`src/rtl/mqd_pkg.sv`:
```
// ----------------------------------------------------------------------------
// MQ decoder package
// Sizes, probability estimation table and shared types.
// ----------------------------------------------------------------------------
package mqd_pkg;

    localparam int NUM_CONTEXTS = 19;
    localparam int QUEUE_DEPTH  = 16;
    localparam int QPTR_W       = $clog2(QUEUE_DEPTH);
    localparam int QCNT_W       = $clog2(QUEUE_DEPTH + 1);
    localparam int NSTATES      = 47;

    localparam logic [2:0] CMD_PUSH      = 3'd0;
    localparam logic [2:0] CMD_CLEAR     = 3'd1;
    localparam logic [2:0] CMD_START_MQ  = 3'd2;
    localparam logic [2:0] CMD_START_RAW = 3'd3;
    localparam logic [2:0] CMD_DEC_MQ    = 3'd4;
    localparam logic [2:0] CMD_DEC_RAW   = 3'd5;

    typedef struct packed {
        logic empty;
        logic full;
    } t_q_status;

    function automatic logic [6:0] ctx_init(input int k);
        logic [6:0] v;
        v = 7'd0;
        if (k == 0)  v = 7'd4;
        if (k == 17) v = 7'd3;
        if (k == 18) v = 7'd46;
        return v;
    endfunction

    function automatic logic [15:0] prob_qe(input logic [5:0] i);
        logic [15:0] q;
        case (i)
            6'd0, 6'd6, 6'd14, 6'd46: q = 16'h5601;
            6'd1, 6'd19:              q = 16'h3401;
            6'd2, 6'd25:              q = 16'h1801;
            6'd3, 6'd30:              q = 16'h0ac1;
            6'd4, 6'd33:              q = 16'h0521;
            6'd5, 6'd36:              q = 16'h0221;
            6'd7, 6'd15:              q = 16'h5401;
            6'd8, 6'd17:              q = 16'h4801;
            6'd9, 6'd18:              q = 16'h3801;
            6'd10, 6'd20:             q = 16'h3001;
            6'd11, 6'd22:             q = 16'h2401;
            6'd12, 6'd24:             q = 16'h1c01;
            6'd13, 6'd26:             q = 16'h1601;
            6'd16:                    q = 16'h5101;
            6'd21:                    q = 16'h2801;
            6'd23:                    q = 16'h2201;
            6'd27:                    q = 16'h1401;
            6'd28:                    q = 16'h1201;
            6'd29:                    q = 16'h1101;
            6'd31:                    q = 16'h09c1;
            6'd32:                    q = 16'h08a1;
            6'd34:                    q = 16'h0441;
            6'd35:                    q = 16'h02a1;
            6'd37:                    q = 16'h0141;
            6'd38:                    q = 16'h0111;
            6'd39:                    q = 16'h0085;
            6'd40:                    q = 16'h0049;
            6'd41:                    q = 16'h0025;
            6'd42:                    q = 16'h0015;
            6'd43:                    q = 16'h0009;
            6'd44:                    q = 16'h0005;
            6'd45:                    q = 16'h0001;
            default:                  q = 16'h5601;
        endcase
        return q;
    endfunction

    function automatic logic [5:0] next_mps(input logic [5:0] i);
        logic [5:0] n;
        case (i)
            6'd5:         n = 6'd38;
            6'd13:        n = 6'd29;
            6'd44, 6'd45: n = 6'd45;
            6'd46:        n = 6'd46;
            default:      n = i + 6'd1;
        endcase
        return n;
    endfunction

    function automatic logic [5:0] next_lps(input logic [5:0] i);
        logic [5:0] n;
        case (i)
            6'd0:  n = 6'd1;   6'd1:  n = 6'd6;   6'd2:  n = 6'd9;
            6'd3:  n = 6'd12;  6'd4:  n = 6'd29;  6'd5:  n = 6'd33;
            6'd6:  n = 6'd6;   6'd7:  n = 6'd14;  6'd8:  n = 6'd14;
            6'd9:  n = 6'd14;  6'd10: n = 6'd17;  6'd11: n = 6'd18;
            6'd12: n = 6'd20;  6'd13: n = 6'd21;  6'd14: n = 6'd14;
            6'd15: n = 6'd14;  6'd16: n = 6'd15;  6'd17: n = 6'd16;
            6'd18: n = 6'd17;  6'd19: n = 6'd18;  6'd20: n = 6'd19;
            6'd21: n = 6'd19;  6'd46: n = 6'd46;
            default: n = i - 6'd2;
        endcase
        return n;
    endfunction

    function automatic logic mps_switch(input logic [5:0] i);
        return (i == 6'd0) || (i == 6'd6) || (i == 6'd14);
    endfunction

endpackage

```
`src/rtl/mqd_byte_queue.sv`:
```
// ----------------------------------------------------------------------------
// MQ decoder byte queue
// Circular byte FIFO with head peek; pops on empty are ignored.
// ----------------------------------------------------------------------------
module mqd_byte_queue
    import mqd_pkg::*;
(
    input  logic            i_clk,
    input  logic            i_rst_n,
    input  logic            i_push,
    input  logic [7:0]      i_data,
    input  logic            i_pop,
    output logic [7:0]      o_head,
    output t_q_status       o_status
);

    logic [7:0]        r_mem [QUEUE_DEPTH];
    logic [QPTR_W-1:0] r_head;
    logic [QPTR_W-1:0] r_tail;
    logic [QCNT_W-1:0] r_count;
    logic              w_push;
    logic              w_pop;

    assign o_status.empty = (r_count == '0);
    assign o_status.full  = (r_count == QCNT_W'(QUEUE_DEPTH));
    assign w_push         = i_push & ~o_status.full;
    assign w_pop          = i_pop & ~o_status.empty;
    assign o_head         = r_mem[r_head];

    always_ff @(posedge i_clk) begin
        if (w_push) begin
            r_mem[r_tail] <= i_data;
        end
    end

    always_ff @(posedge i_clk) begin
        if (!i_rst_n) begin
            r_head  <= '0;
            r_tail  <= '0;
            r_count <= '0;
        end else begin
            if (w_push) begin
                r_tail <= (r_tail == QPTR_W'(QUEUE_DEPTH - 1)) ? '0 : r_tail + 1'b1;
            end
            if (w_pop) begin
                r_head <= (r_head == QPTR_W'(QUEUE_DEPTH - 1)) ? '0 : r_head + 1'b1;
            end
            r_count <= r_count + QCNT_W'(w_push) - QCNT_W'(w_pop);
        end
    end

endmodule

```
`src/rtl/mq_arithmetic_decoder_unit.sv`:
```
// ----------------------------------------------------------------------------
// MQ arithmetic decoder unit
// Push, clear and raw start complete in the idle state; a raw bit passes
// through S_RAW, an MQ start through S_ST0 and S_ST1, and an MQ decision
// through S_DEC and, when renormalization is needed, S_REN, which shifts one
// bit at a time (up to 16 shifts). Results sit in an output register until
// taken. Synchronous active-low reset restores contexts, interval 0x8000, empty queue.
// ----------------------------------------------------------------------------
module mq_arithmetic_decoder_unit
    import mqd_pkg::*;
(
    input  logic       i_clk,
    input  logic       i_rst_n,
    input  logic       i_valid,
    output logic       o_stall,
    input  logic [2:0] i_command,
    input  logic [7:0] i_byte_value,
    input  logic [4:0] i_context_req,
    output logic       o_valid,
    input  logic       i_stall,
    output logic       o_decoded_bit,
    output logic       o_underflow,
    output logic       o_dropped_byte
);

    localparam logic [2:0] S_IDLE = 3'd0;
    localparam logic [2:0] S_ST0  = 3'd1;
    localparam logic [2:0] S_ST1  = 3'd2;
    localparam logic [2:0] S_DEC  = 3'd3;
    localparam logic [2:0] S_REN  = 3'd4;
    localparam logic [2:0] S_RAW  = 3'd5;

    logic [2:0]  r_state, n_state;
    logic [6:0]  r_ctx [NUM_CONTEXTS];
    logic [4:0]  r_cx;
    logic [15:0] r_int, n_int;
    logic [31:0] r_code, n_code;
    logic [3:0]  r_bc, n_bc;
    logic [7:0]  r_last, n_last;
    logic [3:0]  r_guard, n_guard;
    logic        r_bit, n_bit;
    logic        r_under_seen, n_under_seen;
    logic        r_drop, n_drop;
    logic        r_ov, n_ov;
    logic        r_obit, n_obit;
    logic        r_ounder, n_ounder;
    logic        r_odrop, n_odrop;

    logic        w_acc;
    logic        w_push;
    logic        w_pop;
    logic [7:0]  w_head;
    t_q_status   w_qs;
    logic [7:0]  w_peek;
    logic        w_clear;
    logic        w_ctx_we;
    logic [6:0]  w_ctx_wd;

    logic        f_pop;
    logic [7:0]  f_last;
    logic [31:0] f_add;
    logic [3:0]  f_bc;

    logic [6:0]  d_e;
    logic [5:0]  d_idx;
    logic        d_mps;
    logic [15:0] d_qe;
    logic [15:0] d_a;
    logic [31:0] t_code;
    logic [3:0]  t_bc;
    logic        t_under;
    logic        t_done;

    mqd_byte_queue u_queue (
        .i_clk    (i_clk),
        .i_rst_n  (i_rst_n),
        .i_push   (w_push),
        .i_data   (i_byte_value),
        .i_pop    (w_pop),
        .o_head   (w_head),
        .o_status (w_qs)
    );

    assign o_stall        = (r_state != S_IDLE) | (r_ov & i_stall);
    assign w_acc          = i_valid & ~o_stall;
    assign w_push         = w_acc & (i_command == CMD_PUSH);
    assign w_clear        = w_acc & (i_command == CMD_CLEAR);
    assign w_peek         = w_qs.empty ? 8'hFF : w_head;
    assign o_valid        = r_ov;
    assign o_decoded_bit  = r_obit;
    assign o_underflow    = r_ounder;
    assign o_dropped_byte = r_odrop;

    always_comb begin
        f_pop  = 1'b0;
        f_last = r_last;
        f_add  = 32'd0;
        f_bc   = 4'd8;
        if (r_last == 8'hFF) begin
            if (w_peek > 8'h8F) begin
                f_add = 32'h0000FF00;
            end else begin
                f_pop  = 1'b1;
                f_last = w_peek;
                f_add  = {15'd0, w_peek, 9'd0};
                f_bc   = 4'd7;
            end
        end else begin
            f_pop  = 1'b1;
            f_last = w_peek;
            f_add  = {16'd0, w_peek, 8'd0};
        end
    end

    always_comb begin
        d_e   = r_ctx[r_cx];
        d_idx = (d_e[5:0] >= 6'(NSTATES)) ? 6'(NSTATES - 1) : d_e[5:0];
        d_mps = d_e[6];
        d_qe  = prob_qe(d_idx);
        d_a   = r_int - d_qe;
    end

    always_comb begin
        n_state      = r_state;
        n_int        = r_int;
        n_code       = r_code;
        n_bc         = r_bc;
        n_last       = r_last;
        n_guard      = r_guard;
        n_bit        = r_bit;
        n_drop       = r_drop;
        n_ov         = r_ov;
        n_obit       = r_obit;
        n_ounder     = r_ounder;
        n_odrop      = r_odrop;
        w_pop        = 1'b0;
        w_ctx_we     = 1'b0;
        w_ctx_wd     = d_e;
        t_code       = r_code;
        t_bc         = r_bc;
        t_under      = 1'b0;
        t_done       = 1'b0;

        if (r_ov && !i_stall) begin
            n_ov = 1'b0;
        end

        case (r_state)
            S_IDLE: begin
                if (w_acc) begin
                    case (i_command)
                        CMD_PUSH: begin
                            if (w_qs.full) begin
                                n_drop = 1'b1;
                            end
                        end
                        CMD_START_MQ: n_state = S_ST0;
                        CMD_START_RAW: begin
                            n_code = 32'd0;
                            n_bc   = 4'd0;
                        end
                        CMD_DEC_MQ:  n_state = S_DEC;
                        CMD_DEC_RAW: n_state = S_RAW;
                        default: ;
                    endcase
                end
            end
            S_ST0: begin
                w_pop   = 1'b1;
                t_under = w_qs.empty;
                n_last  = w_peek;
                n_code  = {8'd0, w_peek, 16'd0};
                n_state = S_ST1;
            end
            S_ST1: begin
                w_pop   = f_pop;
                t_under = w_qs.empty;
                n_last  = f_last;
                t_code  = r_code + f_add;
                n_code  = {t_code[24:0], 7'd0};
                n_bc    = f_bc - 4'd7;
                n_int   = 16'h8000;
                n_state = S_IDLE;
            end
            S_DEC: begin
                n_guard = 4'd0;
                if (r_cx >= 5'(NUM_CONTEXTS)) begin
                    n_bit  = 1'b0;
                    t_done = 1'b1;
                end else begin
                    n_bit = d_mps;
                    if (r_code[31:16] < d_qe) begin
                        w_ctx_we = 1'b1;
                        n_int    = d_qe;
                        if (d_a < d_qe) begin
                            w_ctx_wd = {d_mps, next_mps(d_idx)};
                        end else begin
                            n_bit    = ~d_mps;
                            w_ctx_wd = {d_mps ^ mps_switch(d_idx), next_lps(d_idx)};
                        end
                        n_state = S_REN;
                    end else begin
                        n_code = r_code - {d_qe, 16'd0};
                        n_int  = d_a;
                        if (!d_a[15]) begin
                            w_ctx_we = 1'b1;
                            if (d_a < d_qe) begin
                                n_bit    = ~d_mps;
                                w_ctx_wd = {d_mps ^ mps_switch(d_idx), next_lps(d_idx)};
                            end else begin
                                w_ctx_wd = {d_mps, next_mps(d_idx)};
                            end
                            n_state = S_REN;
                        end else begin
                            t_done = 1'b1;
                        end
                    end
                end
            end
            S_REN: begin
                if (r_bc == 4'd0) begin
                    w_pop   = f_pop;
                    t_under = w_qs.empty;
                    n_last  = f_last;
                    t_code  = r_code + f_add;
                    t_bc    = f_bc;
                end
                n_int   = {r_int[14:0], 1'b0};
                n_code  = {t_code[30:0], 1'b0};
                n_bc    = t_bc - 4'd1;
                n_guard = r_guard + 4'd1;
                t_done  = r_int[14] | (r_guard == 4'd15);
            end
            S_RAW: begin
                t_code = r_code;
                if (r_bc == 4'd0) begin
                    t_under = w_qs.empty;
                    t_bc    = 4'd8;
                    if (r_code == 32'h000000FF) begin
                        if (w_peek != 8'hFF) begin
                            w_pop = 1'b1;
                            t_bc  = 4'd7;
                        end
                    end else begin
                        w_pop = 1'b1;
                    end
                    t_code = {24'd0, w_peek};
                    n_last = w_peek;
                end
                n_code = t_code;
                n_bc   = t_bc - 4'd1;
                n_bit  = t_code[{1'b0, n_bc}];
                t_done = 1'b1;
            end
            default: n_state = S_IDLE;
        endcase

        n_under_seen = r_under_seen | t_under;
        if (t_done) begin
            n_state      = S_IDLE;
            n_ov         = 1'b1;
            n_obit       = n_bit;
            n_ounder     = n_under_seen;
            n_odrop      = r_drop;
            n_under_seen = 1'b0;
            n_drop       = 1'b0;
        end
    end

    always_ff @(posedge i_clk) begin
        if (w_acc) begin
            r_cx <= i_context_req;
        end
        r_bit    <= n_bit;
        r_obit   <= n_obit;
        r_ounder <= n_ounder;
        r_odrop  <= n_odrop;
    end

    always_ff @(posedge i_clk) begin
        if (!i_rst_n) begin
            r_state      <= S_IDLE;
            r_int        <= 16'h8000;
            r_code       <= 32'd0;
            r_bc         <= 4'd0;
            r_last       <= 8'd0;
            r_guard      <= 4'd0;
            r_under_seen <= 1'b0;
            r_drop       <= 1'b0;
            r_ov         <= 1'b0;
            for (int k = 0; k < NUM_CONTEXTS; k++) begin
                r_ctx[k] <= ctx_init(k);
            end
        end else begin
            r_state      <= n_state;
            r_int        <= n_int;
            r_code       <= n_code;
            r_bc         <= n_bc;
            r_last       <= n_last;
            r_guard      <= n_guard;
            r_under_seen <= n_under_seen;
            r_drop       <= n_drop;
            r_ov         <= n_ov;
            if (w_clear) begin
                for (int k = 0; k < NUM_CONTEXTS; k++) begin
                    r_ctx[k] <= ctx_init(k);
                end
            end else if (w_ctx_we) begin
                r_ctx[r_cx] <= w_ctx_wd;
            end
        end
    end

endmodule
```
`config.mk`:
```
export PLATFORM = sky130hd
export DESIGN_NAME = mq_arithmetic_decoder_unit
export DESIGN_NICKNAME = d
export VERILOG_FILES = /design/src/rtl/mqd_pkg.sv /design/src/rtl/mqd_byte_queue.sv /design/src/rtl/mq_arithmetic_decoder_unit.sv
export SDC_FILE = /design/constraint.sdc
export NUM_CORES = 1
export LEC_CHECK = 0
export CAP_MARGIN = 15
export CORE_MARGIN = 1.5
export CORE_UTILIZATION = 40
export DETAILED_ROUTE_END_ITERATION = 12
export DONT_BUFFER_PORTS = 1
export HOLD_SLACK_MARGIN = 0.12
export PLACE_DENSITY = 0.66
export SLEW_MARGIN = 20
export SYNTH_ARGS = -nofsm -noshare
export SYNTH_HDL_FRONTEND = slang
export SYNTH_SLANG_ARGS = --single-unit
```
`constraint.sdc`:
```
create_clock -name i_clk -period 19.7 [get_ports i_clk]
set_input_delay 3.94 -clock i_clk [delete_from_list [all_inputs] [get_ports i_clk]]
set_output_delay 3.94 -clock i_clk [all_outputs]
set_load 0.03 [all_outputs]
```
==> flow_metrics.tcl <==
set metrics [dict create \
    run_status "completed" \
    synthAdderAreaFrac_pct 4.572 \
    hold_slack_ns 0.4665 \
    drtAntennaViolNets 0 \
    whs_path_depth 1 \
    rows 88 \
    ys_warn_count 0 \
    slew_headroom_pct 29.84 \
    routedWlPerCell_um 20.72 \
    die_w_um 245.9 \
    yosysTopAreaCell "edfxtp_1" \
    cts-root-buf "clkbuf_16" \
    finalHoldViolCount 0 \
    drive_gt1_share_pct 11.04 \
    reg2reg_depth 32 \
    cp_max_fo 35 \
    post-dp-hpwl_um 42090 \
    place_congestion 0.9009 \
    synth_area_um2 23590 \
    seq_area_frac_synth_pct 53.72 \
    finalSetupViolations 0 \
    ys_types 87 \
    gr-usage-met2_pct 32.87 \
    p_leak_uw 0.009243 \
    htreeDepth 2 \
    route.vias.total 16940 \
    final_max_slew_viol_count 0 \
    synthMuxAreaShare_pct 10.47 \
    required_ns 19.98 \
    max_freq_ghz 0.1006 \
    ys.flop_type "edfxtp_1" \
    holdBufCountCts 0 \
    synthSimpleGateAreaFrac_pct 12.81 \
    fillers 5231 \
    synth_common_cells "edfxtp_1 (360), nor2_1 (274), nand2_1 (157)" \
    maxCapViolCount 0 \
    synth-compound-area-share_pct 13.07 \
    post-cts-setup-buffers 0 \
    seqPwrFrac_pct 38.8 \
    clk_latency_ns 0.59 \
    syn_inst 2038 \
    yosys.cell_count.top_type "edfxtp_1" \
    die_area_um2 60440 \
    drc 0 \
    portBuffers 0 \
    cpPeakStageDelay_ns 0.77 \
    syn_area_per_cell_um2 11.58 \
    fin_crit_ns 9.937 \
    cp_slowest_cell "dfxtp_2" \
    async_flop_share_pct 0 \
    antenna_found_initial 2 \
    dr.pass1.iters 7 \
    combPwrFrac_pct 32.8 \
    cts_made_buffers 46 \
    fin_nets 2205 \
    grt_max_degree 52 \
    setup.worst_path.start_class "register" \
    power.share.clock_pct 28.4 \
    fin_skew_ns 0.02220 \
    power_switching_uw 1032 \
    drtIter0Drc 1748 \
    worst_slew_pin_slew_ns 1.049 \
    cts_resized 0 \
    synth_edf_count 360 \
    areaGrowthSynthToFinish_pct 10.96 \
    synth_top_family_by_area "compound AO/OA/AOI/OAI gates" \
    ir_drop_mv 0.08493 \
    p_per_area_nw_per_um2 114.9 \
    ios 25 \
    final_cells 2905 \
    cts_tree "yes" \
    synth.area.top_cells "edfxtp_1 (46%), dfxtp_1 (7.9%), mux4_2 (7.8%)" \
    rsz0062_at_grt "false" \
    finalCritPeriodShare_pct 50.44 \
    grt_overflow 0 \
    place_inst 2817 \
    cts.path.max_buffers 3 \
    met1_usage_pct 27.02 \
    gr-usage-met3_pct 3.329 \
    crit_type "register to register" \
    ys_ff_latch 453 \
    design.core.area_um2 58030 \
    grt_usage_pct 19.93 \
    initial_utilization_pct 40.66 \
    drt-total-wl_um 60190 \
    first_global_vias 16510 \
    viasPerCell 5.830 \
    synthXorXnorAreaFrac_pct 2.042 \
    p_int_uw 1976 \
    dieHeight_um 245.9 \
    grt_pass1_wl_um 94270 \
    critical_path_arrival_ns 10.22 \
    synth_top_area_share_pct 45.82 \
    tns_ns 0 \
    crit_path_end_kind "register" \
    swShare_pct 34.30 \
    path_clk_slew_ns 0.06 \
    clock-sinks 453 \
    holdCritPathClass "register to register" \
    top_usage_layer "met2" \
]
[stage by stage]
stage / instance area, um^2 / setup slack (ns) / power, uW / util [%]
floorplan: 23930 / 11.51 / 1895 / -
global placement: 24680 / 10.09 / 2148 / 42.53
detailed placement: 24680 / 9.745 / 2157 / 42.53
CTS: 26170 / 9.725 / 3010 / 45.10
global route: 26170 / 9.015 / 3166 / 45.11
finish: 26180 / 9.763 / 3007 / 45.11
[critical path: cells and delay by family, from the launching register on]
| family | cells | cell delay, ns |
|---|---|---|
| buf+inv | 4 | 1.17 |
| mux | 2 | 0.75 |
| simple gates | 8 | 2.05 |
| fa+ha+maj | 3 | 1.06 |
| flops | 1 | 0.77 |
| xor+xnor | 1 | 0.28 |
| compound gates | 14 | 3.50 |
[cells by family after synthesis]
group,after synthesis
buffers and inverters,174
XOR/XNOR,55
other,1
multiplexers,143
adder cells (fa/ha/maj),85
flip-flops,453
AO/OA/AOI/OAI,470
AND/OR/NAND/NOR,657
[flip-flops by register name, indices dropped and copies added, names as in the netlist, named ones only]
name and count:
o_dropped_byte 1, r_code 32, u_queue.r_count 5, r_int 16
r_state 3, o_decoded_bit 1, u_queue.r_mem 128, r_guard 4
u_queue.r_head 4, o_valid 1, r_under_seen 1, r_bc 4
r_drop 1, r_cx 5, r_ctx 224, r_bit 1
o_underflow 1, r_last 8, u_queue.r_tail 4
[final cells by class]
class                   instances  area, um^2  share of cell area, %
inverters                      59       221.5                 0.8460
clock buffers                  64        1280                  4.890
multi-input cells            1501       10530                  40.23
clock inverters                21       210.2                 0.8030
well taps                     765       957.2                  3.657
repair buffers                 39       292.8                  1.118
flip-flops and latches        453       12680                  48.43
diodes                          3       7.507                0.02868
[path summary, 6_finish.rpt]
kind | from | to | slack [ns]
worst max-delay path | register | r_ctx[27][3] | 9.76
worst min-delay path | r_guard[3] | r_guard[3] | 0.47
worst max register to register | register | r_ctx[27][3] | 9.76
worst min register to register | r_guard[3] | r_guard[3] | 0.47
[power by group through the flow]
stage / clock (uW) / sequential, uW / combinational, uW
5_1_grt: 905 / 1180 / 1090
4_1_cts: 867 / 1170 / 975
6_report: 853 / 1170 / 986
2_1_floorplan: 0 / 1170 / 726
3_5_place_dp: 0 / 1190 / 969
3_3_place_gp: 0 / 1180 / 964
[layer usage]
metal / vias to the layer above / routed length, um
li1: 7777 / -
met1: 8344 / 25340
met2: 711 / 28740
met3: 104 / 4672
met4: 0 / 1440
met5: - / 0
[cells in the final DEF, fill, tap and decap left out, drive strengths merged, types with 12 or more instances in the layout]
cell	n
nor2	277
buf	39
nand4	27
ha	83
dfxtp	93
a22oi	29
and2	13
conb	91
nand2b	15
a21oi	129
nor2b	21
or3	12
inv	59
a31oi	28
clkinv	16
a221oi	25
o22ai	13
nor3	41
mux2i	51
a211oi	33
xor2	14
edfxtp	360
nand2	157
or2	14
mux4	82
a21o	15
clkbuf	64
nand3	30
o21ai	101
xnor2	41
Power figures use the tool's default switching activity.
